==> src/rtl/cer_ram.sv <==
`timescale 1ns / 1ps
// ----------------------------------------------------------------------------
// cer_ram
// Simple dual-port RAM with one write port and one registered read port.
// ----------------------------------------------------------------------------
module cer_ram #(
    parameter int WIDTH = 8,
    parameter int DEPTH = 16
) (
    input  logic                     i_clk,
    input  logic                     i_wr_en,
    input  logic [$clog2(DEPTH)-1:0] i_wr_addr,
    input  logic [WIDTH-1:0]         i_wr_data,
    input  logic                     i_rd_en,
    input  logic [$clog2(DEPTH)-1:0] i_rd_addr,
    output logic [WIDTH-1:0]         o_rd_data
);
    logic [WIDTH-1:0] r_mem [DEPTH];
    logic [WIDTH-1:0] r_rd_data;

    always_ff @(posedge i_clk) begin
        if (i_wr_en) begin
            r_mem[i_wr_addr] <= i_wr_data;
        end
        if (i_rd_en) begin
            r_rd_data <= r_mem[i_rd_addr];
        end
    end

    assign o_rd_data = r_rd_data;
endmodule

==> config.mk <==
export PLATFORM = sky130hd
export DESIGN_NAME = cer_ram
export DESIGN_NICKNAME = d
export VERILOG_FILES = /design/src/rtl/cer_ram.sv
export SDC_FILE = /design/constraint.sdc
export NUM_CORES = 1
export LEC_CHECK = 0
export BUFFER_PORTS_ARGS = -buffer_cell sky130_fd_sc_hd__buf_2
export CAP_MARGIN = 10
export CORE_UTILIZATION = 45
export CTS_CLUSTER_SIZE = 20
export DETAILED_ROUTE_END_ITERATION = 6
export SETUP_SLACK_MARGIN = 0.15
export SLEW_MARGIN = 20
export SYNTH_ARGS = -nofsm -noshare
export SYNTH_HDL_FRONTEND = slang
export SYNTH_SLANG_ARGS = --single-unit
==> constraint.sdc <==
create_clock -name i_clk -period 2.17 [get_ports i_clk]
set_input_delay 0.217 -clock i_clk [delete_from_list [all_inputs] [get_ports i_clk]]
set_output_delay 0.217 -clock i_clk [all_outputs]
set_load 0.01 [all_outputs]
==> results of run 1 <==
## synthesized netlist by cell type
library cell	count	area [um2]
sky130_fd_sc_hd__a22oi_1	16	120
sky130_fd_sc_hd__and2_1	1	6.26
sky130_fd_sc_hd__and2b_1	1	7.51
sky130_fd_sc_hd__buf_2	3	15.0
sky130_fd_sc_hd__buf_4	1	7.51
sky130_fd_sc_hd__buf_6	3	33.8
sky130_fd_sc_hd__clkdlybuf4s25_2	3	30.0
sky130_fd_sc_hd__edfxtp_1	136	4080
sky130_fd_sc_hd__mux4_1	14	368
sky130_fd_sc_hd__mux4_2	18	405
sky130_fd_sc_hd__nand2_1	9	33.8
sky130_fd_sc_hd__nand2b_1	2	12.5
sky130_fd_sc_hd__nand3_1	1	5.00
sky130_fd_sc_hd__nand3b_1	2	15.0
sky130_fd_sc_hd__nor2_1	13	48.8
sky130_fd_sc_hd__nor2b_1	1	6.26
sky130_fd_sc_hd__nor3_1	4	20.0
sky130_fd_sc_hd__or3b_2	1	8.76
## how the worst min path moves through the flow
stage / end / cells after the start
after floorplan: r_mem[0][0] / 0
after global placement: o_rd_data[1] / 1
after detailed placement: o_rd_data[1] / 1
after CTS: o_rd_data[4] / 1
after global routing: o_rd_data[4] / 1
final: o_rd_data[1] / 1
## worst reg2reg max path, cell delays in order, from the launching register on
cell and delay (ps):
sky130_fd_sc_hd__edfxtp_1 360, sky130_fd_sc_hd__mux4_1 580, sky130_fd_sc_hd__a22oi_1 310, sky130_fd_sc_hd__nand2_1 90
## where the power goes
| group | switching [mW] | total (mW) | internal [mW] |
|---|---|---|---|
| logic | 0.159 | 0.277 | 0.118 |
| registers | 0.0141 | 2.97 | 2.96 |
| clock network | 1.03 | 2.93 | 1.90 |
| total | 1.20 | 6.18 | 4.98 |
## cell families after synthesis
logic type	after synthesis
DFF	136
and+or+nand+nor	35
muxes	32
AOI/OAI and AO/OA	16
buffers and inverters	10
## placed cells by master, fill, tap and decap left out, types with 2 or more instances in the layout
cell | synthesis | final
sky130_fd_sc_hd__clkbuf_16 | 0 | 17
sky130_fd_sc_hd__nand2b_1 | 2 | 2
sky130_fd_sc_hd__mux4_2 | 18 | 18
sky130_fd_sc_hd__nand3b_1 | 2 | 2
sky130_fd_sc_hd__clkinv_2 | 0 | 3
sky130_fd_sc_hd__clkinv_1 | 0 | 4
sky130_fd_sc_hd__buf_4 | 1 | 23
sky130_fd_sc_hd__nand2_1 | 9 | 9
sky130_fd_sc_hd__a22oi_1 | 16 | 16
sky130_fd_sc_hd__edfxtp_1 | 136 | 136
sky130_fd_sc_hd__nor2_1 | 13 | 13
sky130_fd_sc_hd__bufinv_16 | 0 | 4
sky130_fd_sc_hd__clkinvlp_4 | 0 | 2
sky130_fd_sc_hd__nor3_1 | 4 | 4
sky130_fd_sc_hd__mux4_1 | 14 | 14
sky130_fd_sc_hd__buf_2 | 3 | 26
## layout make-up
type,count,area (um2)
Timing Repair Buffer,50,323
Tap cell,140,175
Fill cell,835,4830
Clock buffer,17,425
Sequential cell,136,4080
Clock inverter,15,183
Multi-Input combinational cell,83,1060
## metrics by stage
stage	setup slack, ps	power (mW)	utilization, %	cells
after floorplan	460	3.18	-	229
after global placement	289	3.31	50.9	409
after detailed placement	292	3.31	50.9	409
after CTS	601	6.23	56.4	441
after global routing	586	6.35	56.4	441
final	580	6.18	56.4	441
## flip-flops by register name (all words and copies together), names as in the netlist
| name | count |
|---|---|
| r_mem | 128 |
| o_rd_data | 8 |
## metal layers
metal  wire length (um)  track usage (%)  vias up
met1               4730             26.7     1298
met5                  0                0        -
met3                369             6.05        9
li1                   -                -     1105
met4                133             7.90        0
met2               4950             28.3       58
==> run summary, run 1 <==
The slowest stage of the critical path belongs to the cell sky130_fd_sc_hd__mux4_1. The flop-to-flop setup slack is 580 ps. The kind of cell with the highest combined delay along the critical path is multiplexers. The signal on the critical path passes through mux4_1 > a22oi_1 > nand2_1. The clock tree from TritonCTS is done. In this run the worst setup path terminates at o_rd_data[3]. Setup repair after global routing left no endpoint under its margin. The average routed wire per standard cell came out at 23.1 um.

The worst setup path is captured at a flip-flop. The maximum clock path buffer count is 2. The starting density of the core is 47.2%. The area growth from synthesis to layout is 19.5%.

The critical path crosses 3 cells after its start point. The total number of H-tree levels came out at 4. The count of buffers inserted at the top-level ports came out at 26.

The design area is 6250 um2. The worst setup path category is reg -> reg. The net total in the final layout is 307.

The startpoint of the most critical hold path is i_rd_en. The area of the core region came out at 11100 um2. The via count of the first global-routing pass is 2514. The die covers 12100 um2. For this run, the slowest stage of the critical path takes 580 ps. Buffers inserted during clock tree synthesis total 17. At the worst endpoint, the required time is 2320 ps. Entering global routing, the biggest net connects 22 pins.

The mean area per synthesized cell is 22.8 um2. The clock sink total is 136. For this design the static power due to leakage is 2.13 nW. The synthesized netlist devotes 2.30% of its cell area to compound gates. Counting flops and latches in the post-synthesis netlist gives 136.

The max-slew violation count came out at 0. The final route contains 2470 vias. The simple-gate share of the synthesized area is 3.14%. For this design, the CTS-stage hold fixing added 0 buffers. The final cycle utilization of the critical path is 73.3%. The final routed wirelength across all metal layers came out at 10200 um. Global routing used 19.2% of the available tracks. The cell sitting at the root of the clock tree is a sky130_fd_sc_hd__clkbuf_16.

The upper clock frequency limit came out at 629 MHz. The die is 110 um wide. The worst hold slack is 173 ps. After synthesis, the largest family of logic cells by area is multiplexers. The floorplan has 38 rows. The cell area after technology mapping came out at 5230 um2. The HPWL after detailed placement came out at 6540 um. The first global-routing pass estimated 15200 um of wire.

The total number of yosys warnings is 0. Dividing total power by cell area gives a power density of 990 nW/um2. The DRC marker count from the first detailed-route iteration is 121.

In this run the critical register-to-register path is launched from r_mem[5][3]. The number of design rule violations left after detail routing came out at 0. The number of antenna diodes in the final layout is 0. The share of the synthesized netlist area taken by xor and xnor gates came out at 0%. The run finished with clean final reports.

The share of final-layout standard cells stronger than drive strength 1 came out at 32.2%. The max-slew headroom at the worst pin came out at 66.4%. The number of antenna-violating nets in the routed design came out at 0.

The final sum of negative setup slack came out at 0 ps. The path class of the tightest hold or removal check is in -> reg. The post-cts resize count came out at 0. Summing the sequential cell areas from Yosys gives 78.1% of the chip area. The per-cell via count in the routed design is 5.60. The first TritonRoute pass finished after 4 iterations.

The unique cell type count in the Yosys netlist came out at 18. The fraction of synthesized area in multiplexers is 14.8%. The final number of hold-violating endpoints came to 0. The initial antenna violation count is 0. The post-place instance area is 5640 um2.

The top fanout value on the critical path came out at 1. The clock period could shrink to 1590 ps. The post-synthesis adder-cell area fraction is 0%. The aggregate global routing overflow is 0. Counting every net in the synthesized netlist gives 248. In this run the vertical extent of the chip is 110 um. The capturing point of the worst reg2reg path is o_rd_data[3]. The clock insertion delay at the later pin of the skew report is 410 ps.

The number of ports placed on the die boundary is 27. The kind of start point of the critical path is a flip-flop. At the worst endpoint, the arrival time is 1740 ps. Together, buffers and inverters on the worst path number 0. The clock input transition at the sequential cells of the worst setup and hold paths came out at 60 ps. The number of maximum-capacitance violations came out at 0. The maximum VDD drop came out at 0.669 mV. Synthesis produced 229 cells. The worst-case clock skew came out at 8.81 ps. For the pin with the worst max-slew slack, the measured transition is 502 ps.

The number of setup violations in the final report came out at 0. The post-CTS repair timing setup buffer count came out at 0. The critical path starts at r_mem[5][3]. The worst reg2reg path depth is 3. The weighted congestion reported at the end of routability-driven placement is 0.734.
Power figures use the tool's default switching activity.
==> run 2, diff against run 1 <==
clock period = 1.45 ns   (was 2.17 ns; I/O delays follow)
==> run summary, run 2 (synthesis results as in run 1) <==
The flow ran to the end, and the final reports show no timing, DRC or antenna violations. The final cycle utilization of the critical path is 98.0% (+25 points). The number of fill cells in the layout came out at 829 (-0.72%).

The post-placement worst setup slack came out at -267 ps (-559 ps). The starting density of the core is 47.2% (unchanged). The global routing usage on met1 is 25.7% (-1.1 points). The type of the most critical hold path is in -> reg.

In the layout the commonest cells are sky130_fd_sc_hd__edfxtp_1, sky130_fd_sc_hd__mux4_2, sky130_fd_sc_hd__buf_2. The aggregate global routing overflow came out at 0 (unchanged). The count of buffers inserted at the top-level ports is 26 (unchanged).

The DRC marker count from the first detailed-route iteration is 121 (unchanged). The number of antenna-violating nets in the routed design came out at 0 (unchanged). TritonCTS built the clock tree.

The final cell count without fillers came out at 445 (+0.91%). The met3 routing resource usage after global routing came out at 4.98% (-1.1 points). The minimum clock period is 1420 ps (-169 ps). The maximum clock path buffer count is 2 (unchanged).

The per-cell via count in the routed design came out at 5.53 (-1.3%). The arrival time reported for the critical path endpoint is 1580 ps (-160 ps). In this run the critical register-to-register path is captured at o_rd_data[4].

The total global routing track utilization is 18.7% (-0.51 points). The die outline width came to 110 um (unchanged). The setup slack of the critical path after layout is 28.4 ps (-551 ps). The max-slew violation count came out at 0 (unchanged). The relative area change from synthesis to final layout came out at 20.8%. The flop-to-flop setup slack is 30 ps (-550 ps). r_mem holds more flip-flops than any other register. The net total in the final layout is 311 (+1.3%).

The weighted congestion reported at the end of routability-driven placement came out at 0.751 (+2.3%). The number of buffers created by CTS was 17 (unchanged). The layer flagged by global routing as most heavily used is met2. The worst reg2reg path depth was 3 (unchanged). The number of design rule violations left after detail routing is 0 (unchanged). The leakage component of the power is 2.09 nW (-2.0%).

The pin count of the biggest net entering global routing came out at 17 (-23%). The clock insertion delay at the later pin of the skew report is 410 ps (about the same). The required time at the endpoint of the critical path came to 1610 ps (-710 ps). The sequential cell area was 4080 um2 (unchanged).

The library cell used most frequently in the layout, excluding fill and tap cells, is sky130_fd_sc_hd__edfxtp_1. The largest individual stage delay along the critical path comes from the cell sky130_fd_sc_hd__mux4_2. The number of search-and-repair iterations in the first detailed-routing pass is 4 (unchanged).

The clock root buffer is sky130_fd_sc_hd__clkbuf_16. The total instance count after detailed placement is 413 (+0.98%). The global-route wire length before repair is 15000 um (-1.2%).

The global-route track usage on met2 is 29.1% (+0.80 points). The area of the core region came out at 11100 um2 (unchanged). The final core area utilization came out at 57.0% (+0.61 points). The post-place instance area came to 5710 um2 (+1.3%). The ratio of total power to cell area is 1430 nW/um2 (+44%).

The die outline area is 12100 um2 (unchanged). The overall die height is 110 um (unchanged). The actual transition at the worst max-transition pin is 754 ps (+252 ps). Setup repair after global routing could not meet its margin everywhere.

The initial antenna violation count came out at 0 (unchanged). The via count of the first global-routing pass came out at 2570 (+2.2%). The worst setup path is launched from a flip-flop. The area taken by multi-input logic gates is 1050 um2 (-0.83%). The top fanout value on the critical path is 1 (unchanged).

The number of setup violations in the final report is 0 (unchanged). Following the worst setup path forward leads to its endpoint at o_rd_data[4]. The number of flip-flops in the largest register is 128 (unchanged). Walking the worst path, the cells encountered are mux4_2 > a22oi_1 > nand2_1.

The number of ports placed on the die boundary is 27 (unchanged). The clock sink total is 136 (unchanged). Tracing the worst setup path back leads to its startpoint at r_mem[15][4]. The final number of hold-violating endpoints came to 0 (unchanged). The number of maximum-capacitance violations came out at 0 (unchanged). The design area is 6310 um2 (+1.1%).

The average routed wire per standard cell came out at 22.4 um (-3.1%). The total number of H-tree levels came out at 4 (unchanged). The row count is 38 (unchanged). The worst hold slack came to 100 ps (-72.8 ps). In this run the critical register-to-register path is launched from r_mem[15][4]. The sort of element at the end of the critical path is a flip-flop. The HPWL after detailed placement came to 6570 um (+0.57%). The number of inserted diodes is 0 (unchanged). The biggest cell delay along the critical path came out at 510 ps (-70 ps).

The share of final-layout standard cells stronger than drive strength 1 came to 41.0% (+8.8 points). The total power was 9.03 mW (+46%). The worst-case clock skew is 9.47 ps (+0.662 ps). The final routed wirelength across all metal layers is 9960 um (-2.2%). The maximum VDD drop is 0.776 mV (+16%). The final sum of negative setup slack came out at 0 ps (unchanged).

The routed via count came to 2460 (-0.40%). The upper clock frequency limit is 703 MHz (+12%). The worst setup path is of the reg -> reg kind. The clock input transition at the sequential cells of the worst setup and hold paths came out at 60 ps (about the same).

The cts-stage hold buffer count was 0 (unchanged). The max-slew headroom at the worst pin is 49.6% (-17 points).
[run 2: cell type report]
cell class,count,share of cell area (%)
clock inverters,15,2.44
flip-flops and latches,136,64.7
clock buffers,17,6.74
repair buffers,54,6.78
well taps,140,2.77
multi-input cells,83,16.6
[run 2: critical path: cells and delay by family (launching register included)]
family             cells  cell delay (ps)
and+or+nand+nor        1               80
AOI/OAI and AO/OA      1              240
DFF                    1              350
muxes                  1              510
[run 2: worst min-delay path by stage]
| stage | to | slack, ps | cells past startpoint | from |
|---|---|---|---|---|
| 6_report | o_rd_data[6] | 100 | 1 | i_rd_en |
| 2_1_floorplan | r_mem[0][0] | 240 | 0 | i_wr_data[0] |
| 3_3_place_gp | o_rd_data[6] | 520 | 1 | i_rd_en |
| 4_1_cts | o_rd_data[6] | 90 | 1 | i_rd_en |
| 3_5_place_dp | o_rd_data[6] | 520 | 1 | i_rd_en |
| 5_1_grt | o_rd_data[6] | 90 | 1 | i_rd_en |
[run 2: metal layers]
metal  vias to the layer above  part of all wire [%]
met4                         0                  0.44
met1                      1289                    44
met5                         -                     0
li1                       1093                     -
met3                         2                   5.5
met2                        76                    50
[run 2: what timing repair did]
item	CTS	global route
cloned	0	0
endpoints found under the setup margin	8	8
gates resized for setup	5	0
pin swaps	0	0
buffers inserted	0	0
[run 2: power by group]
group / switching, mW / internal [mW]
Clock: 1.58 / 2.52
Sequential: 0.0212 / 4.43
Combinational: 0.262 / 0.216
